### src/tcc_pkg.sv
// shared types, constants and lookup functions for the temperature color chaser
package tcc_pkg;

  localparam int TEMP_W    = 8;
  localparam int CH_W      = 8;
  localparam int POS_W     = 6;
  localparam int ACC_W     = 13;
  localparam int THR_W     = 12;
  localparam int STEP_W    = 8;
  localparam int CFG_IDX_W = 1;
  localparam int CFG_W     = 12;
  localparam int FRAC_W    = 5;

  // configuration register indexes
  localparam logic [CFG_IDX_W-1:0] REG_MOVE_THRESHOLD = 1'd0;
  localparam logic [CFG_IDX_W-1:0] REG_HOT_STEP       = 1'd1;

  localparam logic [THR_W-1:0]  THRESHOLD_RESET = 12'd800;
  localparam logic [STEP_W-1:0] HOT_STEP_RESET  = 8'd130;
  localparam logic [STEP_W-1:0] COLD_STEP       = 8'd2;

  // temperature band limits
  localparam logic signed [TEMP_W-1:0] TEMP_COLD = 8'sd20;
  localparam logic signed [TEMP_W-1:0] TEMP_HOT  = 8'sd80;
  // step in the band is 2 + (t - 20) = t - 18
  localparam logic signed [TEMP_W-1:0] STEP_OFFSET = 8'sd18;

  typedef struct packed {
    logic [CH_W-1:0] red;
    logic [CH_W-1:0] green;
    logic [CH_W-1:0] blue;
  } rgb_t;

  localparam rgb_t COLD_RGB = '{red: 8'd0, green: 8'd0, blue: 8'd160};
  localparam rgb_t HOT_RGB  = '{red: 8'd255, green: 8'd0, blue: 8'd0};

  // color table, one entry every 5 degrees from 20
  function automatic rgb_t hue_entry(logic [3:0] row);
    rgb_t c;
    case (row)
      4'd0:    c = '{red: 8'd0,   green: 8'd0,   blue: 8'd255};
      4'd1:    c = '{red: 8'd0,   green: 8'd128, blue: 8'd255};
      4'd2:    c = '{red: 8'd0,   green: 8'd255, blue: 8'd255};
      4'd3:    c = '{red: 8'd0,   green: 8'd255, blue: 8'd128};
      4'd4:    c = '{red: 8'd0,   green: 8'd255, blue: 8'd0};
      4'd5:    c = '{red: 8'd128, green: 8'd255, blue: 8'd0};
      4'd6:    c = '{red: 8'd255, green: 8'd255, blue: 8'd0};
      4'd7:    c = '{red: 8'd255, green: 8'd200, blue: 8'd0};
      4'd8:    c = '{red: 8'd255, green: 8'd128, blue: 8'd0};
      4'd9:    c = '{red: 8'd255, green: 8'd64,  blue: 8'd0};
      4'd10:   c = '{red: 8'd255, green: 8'd32,  blue: 8'd0};
      4'd11:   c = '{red: 8'd255, green: 8'd16,  blue: 8'd0};
      default: c = '{red: 8'd255, green: 8'd0,   blue: 8'd0};
    endcase
    return c;
  endfunction

  // seg * 32 / 5 for seg in 0..4
  function automatic logic [FRAC_W-1:0] seg_frac(logic [2:0] seg);
    logic [FRAC_W-1:0] f;
    case (seg)
      3'd0:    f = 5'd0;
      3'd1:    f = 5'd6;
      3'd2:    f = 5'd12;
      3'd3:    f = 5'd19;
      3'd4:    f = 5'd25;
      default: f = 5'd0;
    endcase
    return f;
  endfunction

endpackage

### src/tcc_color.sv
// temperature to color mapping with linear blend between table entries
module tcc_color
  import tcc_pkg::*;
(
  input  logic signed [TEMP_W-1:0] temp_i,
  output rgb_t                     color_o
);

  // a + floor((b - a) * frac / 32), arithmetic shift gives the floor
  function automatic logic [CH_W-1:0] blend(logic [CH_W-1:0] a, logic [CH_W-1:0] b,
                                            logic [FRAC_W-1:0] frac);
    logic signed [9:0]  diff;
    logic signed [15:0] prod;
    logic signed [15:0] q;
    logic signed [15:0] sum;
    diff = $signed({2'b00, b}) - $signed({2'b00, a});
    prod = 16'(diff * $signed({1'b0, frac}));
    q    = prod >>> 5;
    sum  = $signed({8'd0, a}) + q;
    return sum[CH_W-1:0];
  endfunction

  logic [5:0]        off;
  logic [9:0]        row_mul;
  logic [3:0]        row;
  logic [5:0]        five_row;
  logic [5:0]        seg_full;
  logic [FRAC_W-1:0] frac;
  rgb_t              lo_c;
  rgb_t              hi_c;
  rgb_t              mid_c;

  // offset into the band, only meaningful between 21 and 79
  assign off = 6'(temp_i - TEMP_COLD);

  // off / 5 as off * 13 / 64, exact for off below 60
  assign row_mul  = {4'd0, off} * 10'd13;
  assign row      = row_mul[9:6];
  assign five_row = {2'b00, row} * 6'd5;
  assign seg_full = off - five_row;
  assign frac     = seg_frac(seg_full[2:0]);

  // table neighbors and per channel blend
  assign lo_c = hue_entry(row);
  assign hi_c = hue_entry(row + 4'd1);

  assign mid_c.red   = blend(lo_c.red,   hi_c.red,   frac);
  assign mid_c.green = blend(lo_c.green, hi_c.green, frac);
  assign mid_c.blue  = blend(lo_c.blue,  hi_c.blue,  frac);

  // band selection
  always_comb begin
    if (temp_i <= TEMP_COLD) begin
      color_o = COLD_RGB;
    end else if (temp_i >= TEMP_HOT) begin
      color_o = HOT_RGB;
    end else begin
      color_o = mid_c;
    end
  end

endmodule

### src/tcc_phase.sv
// phase accumulator, lit position and configuration registers
module tcc_phase
  import tcc_pkg::*;
#(
  parameter int LED_COUNT = 8
) (
  input  logic                     clk_i,
  input  logic                     rst_ni,
  input  logic signed [TEMP_W-1:0] temp_i,
  input  logic                     upd_i,
  input  logic                     cfg_we_i,
  input  logic [CFG_IDX_W-1:0]     cfg_idx_i,
  input  logic [CFG_W-1:0]         cfg_data_i,
  output logic [POS_W-1:0]         lit_next_o
);

  logic [THR_W-1:0]  thr_q;
  logic [STEP_W-1:0] hot_step_q;
  logic [ACC_W-1:0]  acc_q, acc_d;
  logic [POS_W-1:0]  lit_q;
  logic [STEP_W-1:0] step;
  logic [ACC_W-1:0]  acc_sum;
  logic [ACC_W-1:0]  thr_ext;
  logic              hit;
  logic [POS_W:0]    lit_inc;
  logic [POS_W-1:0]  lit_wrap;

  // step grows with temperature inside the band
  always_comb begin
    if (temp_i <= TEMP_COLD) begin
      step = COLD_STEP;
    end else if (temp_i >= TEMP_HOT) begin
      step = hot_step_q;
    end else begin
      step = STEP_W'(temp_i - STEP_OFFSET);
    end
  end

  // accumulate, subtract the threshold at most once per item
  assign thr_ext = {1'b0, thr_q};
  assign acc_sum = acc_q + {5'd0, step};
  assign hit     = acc_sum >= thr_ext;
  assign acc_d   = hit ? (acc_sum - thr_ext) : acc_sum;

  // advance the lit position with wrap at the chain end
  assign lit_inc    = {1'b0, lit_q} + 7'd1;
  assign lit_wrap   = (lit_inc >= 7'(LED_COUNT)) ? '0 : lit_inc[POS_W-1:0];
  assign lit_next_o = hit ? lit_wrap : lit_q;

  // state update when an item moves on to the emitter
  always_ff @(posedge clk_i or negedge rst_ni) begin
    if (!rst_ni) begin
      acc_q <= '0;
      lit_q <= '0;
    end else if (upd_i) begin
      acc_q <= acc_d;
      lit_q <= lit_next_o;
    end
  end

  // configuration writes
  always_ff @(posedge clk_i or negedge rst_ni) begin
    if (!rst_ni) begin
      thr_q      <= THRESHOLD_RESET;
      hot_step_q <= HOT_STEP_RESET;
    end else if (cfg_we_i) begin
      unique case (cfg_idx_i)
        REG_MOVE_THRESHOLD: thr_q      <= cfg_data_i[THR_W-1:0];
        REG_HOT_STEP:       hot_step_q <= cfg_data_i[STEP_W-1:0];
      endcase
    end
  end

endmodule

### src/tcc_emit.sv
// frame emitter: walks the chain and shows the color on the lit led only
module tcc_emit
  import tcc_pkg::*;
#(
  parameter int LED_COUNT = 8
) (
  input  logic             clk_i,
  input  logic             rst_ni,
  input  logic             load_i,
  input  rgb_t             color_i,
  input  logic [POS_W-1:0] lit_i,
  input  logic             ready_i,
  output logic             free_o,
  output logic             valid_o,
  output logic [POS_W-1:0] led_o,
  output rgb_t             rgb_o,
  output logic             last_o
);

  localparam logic [POS_W-1:0] LastLed = POS_W'(LED_COUNT - 1);

  logic             busy_q;
  logic [POS_W-1:0] cnt_q;
  logic [POS_W-1:0] lit_q;
  rgb_t             color_q;

  assign valid_o = busy_q;
  assign led_o   = cnt_q;
  assign last_o  = (cnt_q == LastLed);
  assign rgb_o   = (cnt_q == lit_q) ? color_q : '0;

  // ready for the next frame when idle or on the final accepted item
  assign free_o = !busy_q || (ready_i && last_o);

  // frame counter
  always_ff @(posedge clk_i or negedge rst_ni) begin
    if (!rst_ni) begin
      busy_q <= 1'b0;
      cnt_q  <= '0;
    end else if (load_i) begin
      busy_q <= 1'b1;
      cnt_q  <= '0;
    end else if (busy_q && ready_i) begin
      if (last_o) begin
        busy_q <= 1'b0;
      end else begin
        cnt_q <= cnt_q + POS_W'(1);
      end
    end
  end

  // frame payload
  always_ff @(posedge clk_i) begin
    if (load_i) begin
      lit_q   <= lit_i;
      color_q <= color_i;
    end
  end

endmodule

### src/temperature_color_chaser.sv
// top level of the temperature color chaser
//
// Input channel s_axis carries one temperature update per item (signed degrees
// in tdata[7:0]). Output channel m_axis carries LED_COUNT items per update, one
// per led in chain order, with tlast on the final led. Only the lit led shows
// the color picked from the temperature; all others are black.
// Configuration: cfg_we_i writes cfg_data_i into register cfg_idx_i
// (0 move threshold, 1 hot step); write only while the block is idle.
// The first led item of an update becomes valid once the update has passed
// the input register and has been loaded into the frame emitter; it waits in
// the input register while the emitter is still busy with the previous frame.
// The emitter sends one led item per cycle while the receiver is ready; the
// next update waits in the input register and follows the final led of the
// previous frame without a gap.
// Reset clears the accumulator and the lit position and loads the register
// defaults (threshold 800, hot step 130); no item is pending after reset.
// When the receiver stalls, the current led item holds and at most one more
// update is taken into the input register.
module temperature_color_chaser
  import tcc_pkg::*;
#(
  parameter int LED_COUNT = 8
) (
  input  logic                 clk_i,
  input  logic                 rst_ni,
  input  logic                 s_axis_tvalid,
  output logic                 s_axis_tready,
  input  logic [7:0]           s_axis_tdata,   // [7:0] temperature
  output logic                 m_axis_tvalid,
  input  logic                 m_axis_tready,
  output logic [31:0]          m_axis_tdata,   // [5:0] led_number, [13:6] red,
                                               // [21:14] green, [29:22] blue
  output logic                 m_axis_tlast,   // last_led
  input  logic                 cfg_we_i,
  input  logic [CFG_IDX_W-1:0] cfg_idx_i,
  input  logic [CFG_W-1:0]     cfg_data_i
);

  logic                     in_valid_q;
  logic signed [TEMP_W-1:0] temp_q;
  logic                     s_fire;
  logic                     m_fire;
  logic                     load;
  logic                     emit_free;
  rgb_t                     color;
  logic [POS_W-1:0]         lit_next;
  logic [POS_W-1:0]         led;
  rgb_t                     rgb;

  assign s_fire        = s_axis_tvalid && s_axis_tready;
  assign m_fire        = m_axis_tvalid && m_axis_tready;
  assign load          = in_valid_q && emit_free;
  assign s_axis_tready = !in_valid_q || load;

  // input register
  always_ff @(posedge clk_i or negedge rst_ni) begin
    if (!rst_ni) begin
      in_valid_q <= 1'b0;
    end else if (s_fire) begin
      in_valid_q <= 1'b1;
    end else if (load) begin
      in_valid_q <= 1'b0;
    end
  end

  always_ff @(posedge clk_i) begin
    if (s_fire) begin
      temp_q <= $signed(s_axis_tdata);
    end
  end

  // color mapping
  tcc_color u_color (
    .temp_i  (temp_q),
    .color_o (color)
  );

  // accumulator and lit position, updated as the item enters the emitter
  tcc_phase #(
    .LED_COUNT (LED_COUNT)
  ) u_phase (
    .clk_i      (clk_i),
    .rst_ni     (rst_ni),
    .temp_i     (temp_q),
    .upd_i      (load),
    .cfg_we_i   (cfg_we_i),
    .cfg_idx_i  (cfg_idx_i),
    .cfg_data_i (cfg_data_i),
    .lit_next_o (lit_next)
  );

  // frame emitter
  tcc_emit #(
    .LED_COUNT (LED_COUNT)
  ) u_emit (
    .clk_i   (clk_i),
    .rst_ni  (rst_ni),
    .load_i  (load),
    .color_i (color),
    .lit_i   (lit_next),
    .ready_i (m_axis_tready),
    .free_o  (emit_free),
    .valid_o (m_axis_tvalid),
    .led_o   (led),
    .rgb_o   (rgb),
    .last_o  (m_axis_tlast)
  );

  assign m_axis_tdata = {2'b00, rgb.blue, rgb.green, rgb.red, led};

  // led numbers advance by one inside a frame
  a_led_step: assert property (@(posedge clk_i) disable iff (!rst_ni)
    (m_fire && !m_axis_tlast) |=>
      (m_axis_tvalid && (m_axis_tdata[5:0] == $past(m_axis_tdata[5:0]) + 6'd1)))
    else $error("led number did not advance within a frame");

  // a waiting update starts a new frame right after the final led
  a_frame_chain: assert property (@(posedge clk_i) disable iff (!rst_ni)
    (m_fire && m_axis_tlast && in_valid_q) |=>
      (m_axis_tvalid && (m_axis_tdata[5:0] == 6'd0)))
    else $error("pending update did not start a frame at led zero");

  // with nothing waiting the output goes idle after the final led
  a_frame_end: assert property (@(posedge clk_i) disable iff (!rst_ni)
    (m_fire && m_axis_tlast && !in_valid_q) |=> !m_axis_tvalid)
    else $error("output stayed valid after the final led");

  // lit position stays inside the chain
  a_lit_range: assert property (@(posedge clk_i) disable iff (!rst_ni)
    load |-> ({1'b0, lit_next} < (POS_W + 1)'(LED_COUNT)))
    else $error("lit position outside the chain");

endmodule
### config.mk
export PLATFORM = sky130hd
export DESIGN_NAME = temperature_color_chaser
export DESIGN_NICKNAME = d
export VERILOG_FILES = /design/src/tcc_pkg.sv /design/src/tcc_color.sv /design/src/tcc_phase.sv /design/src/tcc_emit.sv /design/src/temperature_color_chaser.sv
export SDC_FILE = /design/constraint.sdc
export NUM_CORES = 1
export LEC_CHECK = 0
export BUFFER_PORTS_ARGS = -buffer_cell sky130_fd_sc_hd__buf_2
export CAP_MARGIN = 20
export CORE_MARGIN = 4
export CORE_UTILIZATION = 30
export CTS_BUF_LIST = sky130_fd_sc_hd__clkbuf_4 sky130_fd_sc_hd__clkbuf_8
export DETAILED_ROUTE_END_ITERATION = 8
export PLACE_DENSITY = 0.55
export SLEW_MARGIN = 20
export SYNTH_ARGS = -nofsm -noshare
export SYNTH_HDL_FRONTEND = slang
export SYNTH_SLANG_ARGS = --single-unit
### constraint.sdc
create_clock -name clk_i -period 25.7 [get_ports clk_i]
set_input_delay 2.57 -clock clk_i [delete_from_list [all_inputs] [get_ports clk_i]]
set_output_delay 2.57 -clock clk_i [all_outputs]
set_load 0.01 [all_outputs]
==> results.cfg, run 1 <==
[cts]
cts_setup_buffers = 0
clk_pin_slew_ps = 110
clk_latency_ps = 400
clk_path_buf_depth = 2
cts_max_level = 3
cts_sinks = 85
ctsResizeCount = 0
clock-root-buffer = clkbuf_8
cts_buffers = 9
cts_tree = built
ctsHoldBuffers = 0

[sta]
fmax_ghz = 0.0896
worstMarginPinSlew_ps = 806
finalSetupViolCount = 0
skew_ps = 27.0
max-slew-margin-rel_pct = 46.3
finalWorstSetupSlack_ps = 14540
grt_setup_unrepaired = no
finalCriticalPeriod_ps = 11160
final-max-slew-violation-count = 0
finalCritPeriodShare_pct = 43.4
hold_slack_ps = 515
final_hold_viol_count = 0
finalSetupTns_ps = 0

[global_routing]
grt_use_met2_pct = 22.2
grt.met3_usage_pct = 1.60
grt_antenna_before_repair = 0
busiest_layer = met2
grt-ovfl-total = 0
grt_max_degree = 48
grt_pass1_vias = 8118
grt_usage_pct = 13.0
grt_pass1_wl_microns = 40800
use_met1_pct = 17.8

[logic_synthesis]
synth.distinct_cells = 71
yosys.area.top_type_share_pct = 16.7
yosysTopAreaCell = ha_1
synth_area_sq_um = 10600
synthArstFlopShare_pct = 55.3
avgSynthCellArea_sq_um = 8.79
synth_edf_count = 38
synthTopCellsByArea = ha_1 17%, fa_1 14%, edfxtp_1 11%
ys.flop_type = dfrtp_1
synthCells = 1209
seq_area_frac_synth_pct = 21.9
synth_seq_cells = 85
yosys_warnings = 0

[critical_path]
end_kind = flip-flop
crit_fanout = 16
r2r_setup_slack_ps = 14540
slowest_delay_ps = 650
critical_path.top_delay_family = adder cells
crit_path_frequent_cell = inv_1
startpoint_type = flip-flop
cp.buffers_inverters = 7
cp.required_ps = 25960
critPathSlowestCell = fa_1
arrival_ps = 11420
worstSetupPathType = flip-flop to flip-flop

[layout]
fillers = 3701
final_cell_mix = 186 x inv_1, 142 x ha_1, 126 x nor2_1
diodes = 0
final_nets = 1499
drive_gt1_share_pct = 9.52
syn_to_final_growth_pct = 9.59
mostFrequentLayoutCell = inv_1
fin_area_sq_um = 11600

[detailed_routing]
routed_wl_microns = 24400
wl_per_cell_microns = 14.2
drt_iter0_drc = 336
drc_errors = 0
vias = 7971
ant_nets = 0
drt_pass1_iterations = 4
via_per_inst = 4.65

[placed_design]
place.gp.congestion = 0.812
post_dp_cell_area_sq_um = 11400
dpl_worst_slack_ps = 14050
hpwl_microns = 20100
port_buffers = 58

[die]
fp.dieH_microns = 196
start_util_pct = 30.6
rows = 68
die_w_microns = 196
dieArea_sq_um = 38500
core_area_sq_um = 34700
io_pins = 61

[job]
maxCapViolations = 0

[min_path]
hp-class = flip-flop to flip-flop

[run_status]
outcome = completed
synth_stat cells, drive strengths merged (11+ instances only):
cell type	n
inv	187
ha	142
nor2	126
nand2	85
fa	75
xnor2	62
a21oi	56
o21ai	56
dfrtp	42
xor2	41
edfxtp	38
and2	37
a21o	25
clkbuf	23
nor3	22
nand2b	21
nand3	21
nor2b	17
mux2	11
cell families after synthesis:
| group | Yosys count | synth area share, % |
|---|---|---|
| muxes | 15 | 1.58 |
| AOI/OAI and AO/OA | 204 | 12.5 |
| xor gates and xnor gates | 105 | 9.13 |
| and+or+nand+nor | 366 | 16.2 |
| buffers and inverters | 216 | 7.77 |
| adders and majority gates | 217 | 30.9 |
| other | 1 | 0.0353 |
| DFF | 85 | 21.9 |
through the flow:
step / util [%] / instances
detailed placement: 32.9 / 1700
finish: 33.5 / 1716
CTS: 33.5 / 1716
floorplan: - / 1210
global route: 33.5 / 1716
global placement: 32.9 / 1700
layout make-up:
class	count	area (sq um)	share of cell area, %
multi-input cells	909	7480	64.3
flip-flops and latches	85	2320	20.0
inverters	189	714	6.14
well taps	455	569	4.89
repair buffers	62	320	2.75
clock buffers	9	124	1.06
clock inverters	7	104	0.892
metal layers:
metal	vias to the layer above	routed length, microns
met1	3807	11700
met4	0	228
met5	-	0
met3	12	714
met2	73	11700
li1	4079	-
worst reg2reg max path: cells and delay by family, from the launching register on:
family / cells / cell delay (ps)
AND/OR/NAND/NOR: 6 / 1340
buffers and inverters: 7 / 820
XOR/XNOR: 9 / 2310
flip-flops: 1 / 430
AO/OA/AOI/OAI: 11 / 2400
adder cells (fa/ha/maj): 9 / 3750
flip-flops by register name, summed over array words and instances (netlist names), 6 cells and up:
name and flops:
u_emit.lit_q 6, u_phase.lit_q 6, u_phase.acc_q 13, u_phase.thr_q 12, temp_q 8, u_phase.hot_step_q 8, u_emit.color_q 24, u_emit.led_o 6
final timing paths:
check / startpoint / depth (start not counted) / end
min in group asynchronous: rst_ni / 2 / u_phase.thr_q[11]
max in group asynchronous: rst_ni / 2 / u_phase.hot_step_q[6]
min reg2reg: u_phase.acc_q[2] / 2 / u_phase.acc_q[2]
max reg2reg: temp_q[2] / 42 / u_emit.color_q[23]
max: temp_q[2] / 42 / u_emit.color_q[23]
min: u_phase.acc_q[2] / 2 / u_phase.acc_q[2]
Power of run 1 is left out: the tool's default activity adds up to more than one toggle a clock period on the data nets, which glitch-free logic cannot reach.
==> run 2: changes to the inputs <==
==> constraint.sdc (replaced) <==
create_clock -name clk_i -period 11.1 [get_ports clk_i]
set_input_delay 1.11 -clock clk_i [delete_from_list [all_inputs] [get_ports clk_i]]
set_output_delay 1.11 -clock clk_i [all_outputs]
set_load 0.01 [all_outputs]
==> run 2 against run 1 <==
  * Flip-flop and latch count unchanged
  * Utilization up 0.31 points
  * Clock skew is 5.9 ps higher
  * Wire length increased by 2.0%
  * First-iteration DRC count rose by 10%
  * Maximum frequency rose by 8.7%
  * Largest cell class unchanged
==> results.cfg, run 2 (synthesized netlist as in run 1, its figures left out) <==
[placed_design]
hpwl_microns = 20300
place.gp.congestion = 0.846
port_buffers = 58

[min_path]
hp-class = flip-flop to flip-flop

[cts]
clk_latency_ps = 410
clk_path_buf_depth = 2
cts_setup_buffers = 0
clk_pin_slew_ps = 120
ctsHoldBuffers = 0
cts_sinks = 85
clock-root-buffer = clkbuf_8
cts_tree = built
cts_buffers = 9
cts_max_level = 3

[layout]
final_nets = 1505
largest_reg_flops = 24
final_cell_mix = 185 x inv_1, 142 x ha_1, 124 x nor2_1
mostFrequentLayoutCell = inv_1
seqCellArea_sq_um = 2320
syn_to_final_growth_pct = 10.6
regMostFlops = u_emit.color_q
largest_registers = u_emit.color_q x24, u_phase.acc_q x13, u_phase.thr_q x12
fillers = 3666
multi_input_area_sq_um = 7550
drive_gt1_share_pct = 10.6
post-route-util_pct = 33.8
diodes = 0

[critical_path]
worstSetupPathType = flip-flop to flip-flop
startpoint_type = flip-flop
end_kind = flip-flop
r2r_setup_slack_ps = 830
cp.required_ps = 11270
critPathSlowestCell = fa_1
crit_fanout = 7
cp.buffers_inverters = 9
slowest_delay_ps = 530
critical_path.top_delay_family = adder cells
arrival_ps = 10450

[die]
io_pins = 61
fp.dieH_microns = 196
start_util_pct = 30.6
dieArea_sq_um = 38500
die_w_microns = 196
rows = 68
core_area_sq_um = 34700

[detailed_routing]
wl_per_cell_microns = 14.4
drt_pass1_iterations = 4
vias = 8042
drc_errors = 0
ant_nets = 0
via_per_inst = 4.67
routed_wl_microns = 24900
drt_iter0_drc = 371

[global_routing]
grt-ovfl-total = 0
grt_max_degree = 48
grt_usage_pct = 13.3
grt_antenna_before_repair = 1
grt_pass1_vias = 8193
grt_pass1_wl_microns = 41500

[job]
maxCapViolations = 0

[sta]
final-max-slew-violation-count = 0
finalCriticalPeriod_ps = 10270
fmax_ghz = 0.0974
finalCritPeriodShare_pct = 92.5
hold_slack_ps = 522
max-slew-margin-rel_pct = 44.3
finalSetupViolCount = 0
worstMarginPinSlew_ps = 836
final_hold_viol_count = 0
skew_ps = 33.0

[run_status]
outcome = completed
run 2: cell types whose count changed in the layout (fill, tap and decap cells not counted), sizes merged:
cell and change:
buf +6, clkinv +1, clkinvlp -1
run 2: path summary, 6_finish.rpt:
check / from / cells after the start / to
worst min register to register: u_phase.thr_q[8] / 2 / u_phase.thr_q[8]
worst max register to register: temp_q[2] / 46 / u_emit.color_q[15]
worst max-delay path: temp_q[2] / 46 / u_emit.color_q[15]
min in group asynchronous: rst_ni / 2 / u_phase.thr_q[11]
worst min-delay path: u_phase.thr_q[8] / 2 / u_phase.thr_q[8]
max in group asynchronous: rst_ni / 2 / u_phase.acc_q[5]
run 2: worst reg2reg max path, delay by kind of cell (launching register included):
family / cells / cell delay, ps
AO/OA/AOI/OAI: 10 / 1850
buffers and inverters: 9 / 920
multiplexers: 1 / 270
AND/OR/NAND/NOR: 9 / 1230
XOR/XNOR: 6 / 1070
flip-flops: 1 / 480
adder cells (fa/ha/maj): 11 / 4240
run 2: cell type report:
cell class,count,area share (%)
inverters,189,6.08
repair buffers,68,3.11
clock buffers,9,1.05
flip-flops and latches,85,19.8
multi-input cells,909,64.2
clock inverters,7,0.895
well taps,455,4.85
run 2: timing repair:
action                                 CTS  global route
setup endpoints to repair                0             4
resized for setup                        0            12
endpoints found under the hold margin    0             0
run 2: per-layer routing:
layer	track usage, %	wire, microns
met4	5.04	792
met5	0	13
met1	18.2	11900
met2	21.3	11400
met3	1.77	788
run 2: stage by stage:
stage                     instances  cell area (sq um)  worst slack (ps)  setup TNS (ps)
after floorplan                1210              10600              1270               0
after global placement         1706              11500               543               0
after detailed placement       1706              11500               335               0
after CTS                      1722              11700               323               0
after global routing           1722              11700             -15.3           -15.3
final                          1722              11700               829               0
Power of run 2 is left out for the same reason.
